--- src/hw/rtl/acs_pkg.sv ---
// Shared types, codes and constants for the attribute cursor scanner.
// No dependencies; every other file of the block imports this package.
`timescale 1ns / 1ps

package acs_pkg;

    // Buffer geometry
    localparam int STREAM_DEPTH = 256;
    localparam int ADDR_W       = $clog2(STREAM_DEPTH);
    localparam int BYTE_W       = 8;
    // Scan cursor: signed, room for a record skip past either end
    localparam int POS_W        = ADDR_W + 2;
    localparam int VAL_W        = 9;

    // Special bytes
    localparam logic [BYTE_W-1:0] REC_MARK   = 8'h7C;
    localparam logic [BYTE_W-1:0] STOP_M     = 8'h4D;
    localparam logic [BYTE_W-1:0] STOP_N     = 8'h4E;
    localparam logic [BYTE_W-1:0] DIGIT_BASE = 8'h30;
    localparam logic [BYTE_W-1:0] OPEN_BIT   = 8'h80;

    // Mode bits in the mark attribute
    localparam logic [BYTE_W-1:0] MARK_SEG    = 8'h01;
    localparam logic [BYTE_W-1:0] MARK_STRESS = 8'h02;
    localparam logic [BYTE_W-1:0] MARK_EIGHT  = 8'h08;

    // Cursor steps
    localparam int REC_SKIP = 6;

    typedef logic signed [POS_W-1:0] pos_t;
    typedef logic signed [3:0]       delta_t;

    typedef enum logic [2:0] {
        CMD_LOAD_STREAM = 3'd0,
        CMD_LOAD_CLASS  = 3'd1,
        CMD_LOAD_MARK   = 3'd2,
        CMD_SEGMENT     = 3'd3,
        CMD_STRESS      = 3'd4,
        CMD_EIGHT_FWD   = 3'd5,
        CMD_EIGHT_BACK  = 3'd6,
        CMD_STRONG      = 3'd7
    } cmd_t;

    typedef enum logic [2:0] {
        ST_IDLE,
        ST_ADV,
        ST_BYTE,
        ST_MARK,
        ST_CLASS,
        ST_DONE
    } state_t;

    // Table write port
    typedef struct packed {
        logic                we_stream;
        logic                we_class;
        logic                we_mark;
        logic [ADDR_W-1:0]   addr;
        logic [BYTE_W-1:0]   data;
    } tbl_wr_t;

    // Table read addresses, one per memory
    typedef struct packed {
        logic [ADDR_W-1:0]   stream;
        logic [BYTE_W-1:0]   mark;
        logic [BYTE_W-1:0]   cls;
    } tbl_rd_t;

    // Flags from the cursor adder
    typedef struct packed {
        logic gt_lim;
        logic ge_lim;
        logic neg;
    } pos_flags_t;

    // Mark attribute bit tested by each scan mode
    function automatic logic [BYTE_W-1:0] mode_bit(input cmd_t cmd);
        logic [BYTE_W-1:0] b;
        case (cmd)
            CMD_STRESS:     b = MARK_STRESS;
            CMD_EIGHT_FWD:  b = MARK_EIGHT;
            CMD_EIGHT_BACK: b = MARK_EIGHT;
            default:        b = MARK_SEG;
        endcase
        return b;
    endfunction

endpackage

--- src/hw/rtl/acs_pos_unit.sv ---
// Shared cursor adder: position plus a small signed step, with the
// limit and sign compares. Depends on acs_pkg.
`timescale 1ns / 1ps

module acs_pos_unit (
    input  acs_pkg::pos_t                   pos,
    input  acs_pkg::delta_t                 delta,
    input  logic [acs_pkg::ADDR_W-1:0]      limit,
    output acs_pkg::pos_t                   sum,
    output acs_pkg::pos_flags_t             flags
);
    import acs_pkg::*;

    pos_t lim_s;

    always_comb begin
        lim_s        = pos_t'({2'b00, limit});
        sum          = pos + pos_t'(delta);
        flags.gt_lim = (sum > lim_s);
        flags.ge_lim = (sum >= lim_s);
        flags.neg    = sum[POS_W-1];
    end

endmodule

--- src/hw/rtl/acs_seq.sv ---
// Scan sequencer: walks the buffer one byte at a time through the shared
// cursor adder and the table reads. Depends on acs_pkg, acs_pos_unit.
`timescale 1ns / 1ps

module acs_seq (
    input  logic                            aclk,
    input  logic                            aresetn,
    input  logic                            start,
    input  acs_pkg::cmd_t                   cmd,
    input  logic [acs_pkg::ADDR_W-1:0]      limit,
    input  logic signed [acs_pkg::ADDR_W:0] start_req,
    input  logic [acs_pkg::BYTE_W-1:0]      stream_rdata,
    input  logic [acs_pkg::BYTE_W-1:0]      mark_rdata,
    input  logic [acs_pkg::BYTE_W-1:0]      class_rdata,
    input  logic                            out_free,
    output acs_pkg::tbl_rd_t                rd,
    output logic                            idle,
    output logic                            res_valid,
    output logic signed [acs_pkg::VAL_W-1:0] res_val,
    output logic [acs_pkg::ADDR_W-1:0]      res_pos
);
    import acs_pkg::*;

    state_t                   state_reg, state_next;
    pos_t                     pos_reg, pos_next;
    logic [ADDR_W-1:0]        lim_reg, lim_next;
    cmd_t                     mode_reg, mode_next;
    logic [BYTE_W-1:0]        byte_reg, byte_next;
    logic signed [VAL_W-1:0]  val_reg, val_next;
    logic [ADDR_W-1:0]        fpos_reg, fpos_next;

    delta_t                   delta;
    pos_t                     sum;
    pos_flags_t               flags;
    logic                     back;
    logic                     hit;
    logic                     stop_byte;

    acs_pos_unit u_pos (
        .pos   (pos_reg),
        .delta (delta),
        .limit (lim_reg),
        .sum   (sum),
        .flags (flags)
    );

    // State and working registers
    always_ff @(posedge aclk) begin
        if (!aresetn) begin
            state_reg <= ST_IDLE;
        end else begin
            state_reg <= state_next;
        end
    end

    always_ff @(posedge aclk) begin
        pos_reg  <= pos_next;
        lim_reg  <= lim_next;
        mode_reg <= mode_next;
        byte_reg <= byte_next;
        val_reg  <= val_next;
        fpos_reg <= fpos_next;
    end

    // Next state, cursor step and table addressing
    always_comb begin
        state_next = state_reg;
        pos_next   = pos_reg;
        lim_next   = lim_reg;
        mode_next  = mode_reg;
        byte_next  = byte_reg;
        val_next   = val_reg;
        fpos_next  = fpos_reg;

        back      = (mode_reg == CMD_EIGHT_BACK);
        hit       = |(mark_rdata & mode_bit(mode_reg));
        stop_byte = (byte_reg == STOP_M) || (byte_reg == STOP_N);
        delta     = back ? -4'sd1 : 4'sd1;

        rd.stream = sum[ADDR_W-1:0];
        rd.mark   = stream_rdata;
        rd.cls    = byte_reg;

        case (state_reg)
            ST_IDLE: begin
                if (start) begin
                    pos_next   = pos_t'(start_req);
                    lim_next   = limit;
                    mode_next  = cmd;
                    state_next = ST_ADV;
                end
            end

            // Step the cursor; give up past the limit or below zero
            ST_ADV: begin
                if ((!back && flags.gt_lim) || (back && flags.neg)) begin
                    val_next   = '0;
                    fpos_next  = '0;
                    state_next = ST_DONE;
                end else begin
                    pos_next   = sum;
                    state_next = ST_BYTE;
                end
            end

            // Zero bytes are skipped, others look up their mark attribute
            ST_BYTE: begin
                byte_next  = stream_rdata;
                state_next = (stream_rdata == '0) ? ST_ADV : ST_MARK;
            end

            ST_MARK: begin
                if (hit) begin
                    if (mode_reg == CMD_STRESS) begin
                        val_next = $signed({1'b0, byte_reg}) - $signed({1'b0, DIGIT_BASE});
                    end else begin
                        val_next = $signed({1'b0, byte_reg});
                    end
                    fpos_next  = pos_reg[ADDR_W-1:0];
                    state_next = (mode_reg == CMD_STRONG) ? ST_CLASS : ST_DONE;
                end else if (byte_reg == REC_MARK) begin
                    // Jump over the record body
                    delta      = back ? -delta_t'(REC_SKIP) : delta_t'(REC_SKIP);
                    pos_next   = sum;
                    state_next = ST_ADV;
                end else begin
                    // End-of-segment checks per mode
                    delta = (mode_reg == CMD_EIGHT_FWD) ? 4'sd0 : 4'sd1;
                    if ((mode_reg == CMD_SEGMENT || mode_reg == CMD_STRONG)
                            && (flags.ge_lim || stop_byte)) begin
                        val_next   = '0;
                        fpos_next  = '0;
                        state_next = ST_DONE;
                    end else if ((mode_reg == CMD_STRESS || mode_reg == CMD_EIGHT_FWD)
                            && flags.ge_lim) begin
                        val_next   = '0;
                        fpos_next  = '0;
                        state_next = ST_DONE;
                    end else begin
                        state_next = ST_ADV;
                    end
                end
            end

            // Strong scan: keep going until the class attribute opens
            ST_CLASS: begin
                state_next = (|(class_rdata & OPEN_BIT)) ? ST_DONE : ST_ADV;
            end

            ST_DONE: begin
                if (out_free) begin
                    state_next = ST_IDLE;
                end
            end

            default: begin
                state_next = ST_IDLE;
            end
        endcase
    end

    assign idle      = (state_reg == ST_IDLE);
    assign res_valid = (state_reg == ST_DONE);
    assign res_val   = val_reg;
    assign res_pos   = fpos_reg;

endmodule

--- config.mk ---
export PLATFORM = sky130hd
export DESIGN_NAME = acs_seq
export DESIGN_NICKNAME = d
export VERILOG_FILES = /design/src/hw/rtl/acs_pkg.sv /design/src/hw/rtl/acs_pos_unit.sv /design/src/hw/rtl/acs_seq.sv
export SDC_FILE = /design/constraint.sdc
export NUM_CORES = 1
export LEC_CHECK = 0
export BUFFER_PORTS_ARGS = -buffer_cell sky130_fd_sc_hd__buf_2
export CAP_MARGIN = 20
export CORE_MARGIN = 8
export CORE_UTILIZATION = 40
export DETAILED_ROUTE_END_ITERATION = 10
export PLACE_DENSITY = 0.69
export SETUP_SLACK_MARGIN = 0.4
export SYNTH_ARGS = -nofsm -noshare
export SYNTH_HDL_FRONTEND = slang
export SYNTH_SLANG_ARGS = --single-unit
--- constraint.sdc ---
create_clock -name aclk -period 12.91 [get_ports aclk]
set_input_delay 0.6455 -clock aclk [delete_from_list [all_inputs] [get_ports aclk]]
set_output_delay 0.6455 -clock aclk [all_outputs]
set_load 0.005 [all_outputs]
* Word-level counts from Yosys, hierarchy flattened *
Cells that the tools add are included.
W data, S select, Z words.

word-level totals
  logic and storage cells = 89
  bits in latches = 0
  output and inout port bits = 43
  memories kept = 0
  bits in writable memories = 0
  memory bits (read-only) = 0
  flip-flop bits (word level) = 49

operators by class
  div/mod/pow operators = 0
  $mul = 0
  mux-type cells = 36
  shifts and indexed selects = 0
  add/sub/neg operators = 2
  reductions and logical operators = 20
  equality and inequality tests = 21
  bitwise operators = 1
  $lt $le $gt $ge = 2

operators with widths
  kind                   count
  $mux W9                6
  $mux W10               4
  $mux W8                5
  $pmux W10 S3           1
  $eq A8 B7 Y1 const B   3
  $mux W3                8
  $mux W4                5
  $eq A3 B3 Y1 const B   6
  $pmux W3 S6            1
  $pmux W9 S2            1
  $pmux W8 S2            1
  $ne A2 B2 Y1 const B   6
  $add A10 B4 Y10        1
  $ge A10 B9 Y1          1
  $gt A10 B9 Y1          1
  $eq A3 B2 Y1 const B   3
  $sub A8 B6 Y9 const B  1
  $and A8 B8 Y8          1
  $logic_not A8 Y1       1
  $pmux W4 S2            1
  $reduce_or A8 Y1       1
  $logic_or A1 B1 Y1     5
  $reduce_and A5 Y1      1
  $logic_and A1 B1 Y1    4
  other kinds (12)       14

* Logic depth before layout (Yosys ltp) *
  depth after elaboration = 15
  depth in mapped cells = 20

* By module *
From an unflattened synthesis, not the netlist that was laid out.

unflattened totals
  cell total of the unflattened synthesis = 281
  area, all modules = 2,979.1 µm²

by module, submodules not included
  module        area an instance (µm²)  cells an instance  instances
  acs_seq       2,275.9                 187                1
  acs_pos_unit  703.2                   94                 1

* Worst setup path before layout *
Ideal clock, no wire load.

  path kind = input to register
  from = in mark_rdata[3] in the netlist's numbering
  to = reg pos_reg[0], enable pin
  cell stages on the path = 19
  path buffers = 0
  setup slack = 8.368 ns
  arrival = 4.255 ns
  cell sequence = mux2_2 > nor3b_1 > a211o_1 > and2b_1 > nand3_1 > o21ai_0 > ha_1 > a21oi_1 > nand2_1 > a21o_1 > a21oi_1 > xnor2_1 > ha_1 > nand2_1 > or3_1 > o221a_2 > o211ai_1 > nand4_1 > and3b_1

RTL lines
  element               RTL line       RTL
  from (decl)           acs_seq.sv:13  input logic [acs_pkg::BYTE_W-1:0] mark_rdata,
  to (signal assigned)  acs_seq.sv:57  pos_reg <= pos_next;
  to (decl)             acs_seq.sv:25  pos_t pos_reg, pos_next;

* Final worst setup path *
  from = reg mode_reg[1]
  to = reg pos_reg[6], enable pin

on the way
  longest elaborated chain between the ends = 13
  elaborated cells between the ends (all ways) = 22
  classes of those cells = add/sub (1); order compare (1); eq/ne (5); mux (7); bitwise (1); reduce/logical (7)

ends and longest elaborated chain
  element                          RTL line                                      RTL
  from (decl)                      acs_seq.sv:27                                 cmd_t mode_reg, mode_next;
  from (signal assigned)           acs_seq.sv:59                                 mode_reg <= mode_next;
  $eq A3 B3 Y1 (on tied branches)  acs_pkg.sv:79, acs_seq.sv:75, acs_seq.sv:128
  $reduce_or A2 Y1 (no line)       --
  $pmux W4 S2                      acs_pkg.sv:79                                 case (cmd)
  $and A8 B8 Y8                    acs_seq.sv:76                                 hit = |(mark_rdata & mode_bit(mode_reg));
  $reduce_or A8 Y1                 acs_seq.sv:76
  $mux W4                          acs_seq.sv:113                                if (hit) begin
  $mux W4                          acs_seq.sv:84                                 case (state_reg)
  $add A10 B4 Y10                  acs_pos_unit.sv:18                            sum = pos + pos_t'(delta);
  $gt A10 B9 Y1                    acs_pos_unit.sv:19                            flags.gt_lim = (sum > lim_s);
  $logic_and A1 B1 Y1              acs_seq.sv:96                                 if ((!back && flags.gt_lim) || (back && flags.neg)) begin
  $logic_or A1 B1 Y1               acs_seq.sv:96
  $ne A2 B2 Y1 (no line)           --
  $reduce_and A5 Y1 (no line) (*)  --

Mark *: on every way between the ends. The rest lies on a longest branch, timed or not.
A chain may end at the register's enable or synchronous reset.

==> parameters.txt <==
Parameter                              Value

Run status
  Outcome    completed

Clocking
  Cts bufs inserted    5
  Count of clock tree sinks    49
  Cells resized by post-CTS repair    0
  CTS tree    done
  H-Tree Level Count    2
  Latest clock arrival within the worst-skew pair    0.30 ns
  Post-CTS Setup Inserts    0
  Clock transition time at the flip-flop clock pins of the worst setup and hold paths    0.08 ns
  Cell at the root of the clock tree    clkbuf_8
  Worst-case clock buffer depth    2
  Quantity of hold-fixing buffers added after cts    0

Synthesis
  Share of flip-flops with an asynchronous set or reset after synthesis    0%
  Post-Synthesis Mean Instance Area    11.19 µm²
  Top_reg_cell synth    edfxtp_1
  Sequential cell area fraction in the yosys report    49.72%
  Cell count after synthesis    259
  Number of warnings issued by yosys    0
  Number of synthesized flops with an enable pin    46
  Distinct cells, synth    53
  Most repeated cell in the gate-level netlist after synthesis    edfxtp_1
  Cell Area, Synth    2899 µm²
  Flops & latches, synth    49
  Post-synth net total    328
  Area fraction of the dominant cell type after synthesis    47.65%
  List of most frequent post-synthesis cells    edfxtp_1 (46), nand2_1 (21), ha_1 (20)
  Dominant cells by area after synthesis    edfxtp_1 (48%), ha_1 (8.6%), and2_1 (2.8%)
  Cell taking the most area after synthesis    edfxtp_1

Die
  Number of standard-cell rows in the floorplan    31
  Number of placed I/O pins    91
  Die width    101.1 µm
  Placeable core region    7137 µm²
  Y dimension of the die    101.1 µm
  Floorplan die area    10,230 µm²
  Starting Density    40.62%

GRT
  Pin count of the biggest net entering global routing    19
  Total routing usage reported by global routing    12.82%
  Via count of the first global-routing pass    2,123
  GRT overflow    0
  Met3 Usage GRT    3.024%
  Met2 global-route usage    21.46%
  Global routing usage on met1    15.61%
  First-pass GRT wire length    10,380 µm
  Number of antenna violations at the first check in global routing    0
  Peak-usage layer in the global routing report    met2

Worst setup path
  Critical path launch point type    register
  Highest cell delay on the worst timing path    0.49 ns
  Crit-path slowest cell    edfxtp_1
  Kind of cell adding the most delay to the critical path    simple AND/OR/NAND/NOR gates
  Critical Path Fanout Max    10
  Critical-path cell list    nand2b_1 -> o22ai_1 -> a211o_1 -> and2b_1 -> o21ai_0 -> inv_1 -> fa_1 -> nor2b_1 -> o21bai_1 -> nand2_1 -> xor2_1 -> ha_1 -> nand2_1 -> or3_1 -> o221a_2 -> o211ai_1 -> nand4_1 -> and3b_1
  Required time of the critical path    12.91 ns
  Arr. time, crit path    4.98 ns
  Setup Crit Path Kind    reg -> reg
  Crit path buffers/inverters    1
  Most frequent CP cell    nand2_1
  Crit. End Element    register

Timing
  Highest attainable clock frequency    201.0 MHz
  Worst clock skew on the final layout    0.007673 ns
  Worst-margin pin slew    0.5990 ns
  Final number of hold-violating endpoints    0
  Max-slew violation count    0
  Sum of negative setup slack    0 ns
  Relative slew margins    59.52%
  RSZ-0062 raised after global routing    false
  Final period utilization    38.54%
  Total setup violations reported at the end of the flow    0
  Clock period minus final worst setup slack    4.976 ns

Flow run
  Maximum Capacitance Violations    0

Route
  Final WL    6317 µm
  Pre-antenna DRT Iters    4
  Via/cell ratio    4.979
  Antenna violation net count after detailed routing    0
  DRC Markers    0
  DRT iter0 DRCs    120
  Routed WL per cell    14.72 µm
  Vias after detailed routing    2,136

Power and ir drop
  Switching power summed over all nets    329.2 µW
  Seq pwr share    36.5%
  Power density over cell area    235.2 nW/µm²
  Switching Share    41.06%
  Leak    1.484 nW
  Sum of internal, switching and leakage power    801.9 µW
  Share of total power in the clock network    10.5%
  Peak supply drop    0.08680 mV
  Combinational share of power    53.0%
  Cell internal pwr    472.7 µW

Placed design
  Placed cell areas    3331 µm²
  Post-DP HPWL    5126 µm
  Number of port buffers    78
  Weighted congestion at the end of routability-driven global placement    0.8646

Cells and area
  Net count reported at finish    400
  Largest register FFs    10
  Post-layout instance area    3410 µm²
  Fraction of final layout cells with drive strength greater than 1    30.00%
  Antenna cells    0
  Signed area change from the synthesized netlist to the final layout    17.61%

Min path
  Class of the tightest hold or removal check    in -> reg
power groups by stage:
stage / Sequential, mW / Clock [mW] / Combinational [mW]
after floorplan: 0.288 / 0 / 0.293
after global placement: 0.295 / 0 / 0.417
after detailed placement: 0.297 / 0 / 0.429
after CTS: 0.293 / 0.0868 / 0.431
after global routing: 0.300 / 0.0906 / 0.484
final: 0.292 / 0.0843 / 0.425
layout by cell type, fill, tap and decap left out, types with 2 or more instances in the layout:
cell       n
nand2_1   21
o21a_1     7
a311oi_1   2
nand2b_1   4
nor3_1     3
and3_1     4
nand4_1    2
a31oi_1    2
and3b_1    2
mux2_2     7
xnor2_1    7
dfxtp_1    3
nor2_1    16
a211o_1    3
buf_2     78
o211ai_1   2
and2_1    13
nand3_1    4
a21oi_1   13
nor4_1     3
ha_1      20
nor2b_1    2
o21ai_0   10
o22ai_1    2
xor2_1     3
nand3b_4   2
edfxtp_1  46
clkbuf_8   5
inv_1     17
a21o_1     2
routing by layer:
layer	vias to the layer above	wire length (µm)
met3	8	415
met4	0	101
met5	-	0
met1	987	2654
met2	63	3146
li1	1078	-
final timing paths:
| kind | start | end | slack (ns) | cells after the start |
|---|---|---|---|---|
| worst max register to register | mode_reg[1] | pos_reg[6] | 7.93 | 18 |
| worst min-delay path | limit[6] | lim_reg[6] | 0.51 | 1 |
| worst min register to register | pos_reg[0] | res_pos[0] | 0.56 | 1 |
| worst max-delay path | mode_reg[1] | pos_reg[6] | 7.93 | 18 |
final cells by class:
cell class	count	area (µm²)
Clock buffer	5	68.82
Clock inverter	1	5.005
Fill cell	693	3727
Inverter	18	67.56
Multi-Input combinational cell	178	1308
Sequential cell	49	1441
Tap cell	99	123.9
Timing Repair Buffer	79	395.4
metrics by stage:
step                hold slack [ns]  utilization, %  setup slack (ns)  instances
global route                 0.5052           47.77             7.559        429
global placement             0.5437           46.67             7.837        422
CTS                          0.5073           47.70             7.939        428
floorplan                    0.5319               -             8.368        259
finish                       0.5129           47.77             7.934        429
detailed placement           0.5506           46.67             7.777        422
kinds of logic (layout without fill, tap and decap cells):
logic type	count (synthesis)	after routing	share of synthesized area, %
DFF	49	49	49.72
muxes	7	7	2.719
buffers and inverters	32	103	5.179
and+or+nand+nor	86	86	16.88
adders and majority gates	21	21	9.322
AOI/OAI and AO/OA	53	53	12.60
xor gates and xnor gates	11	11	3.583
Power figures use the tool's default switching activity.
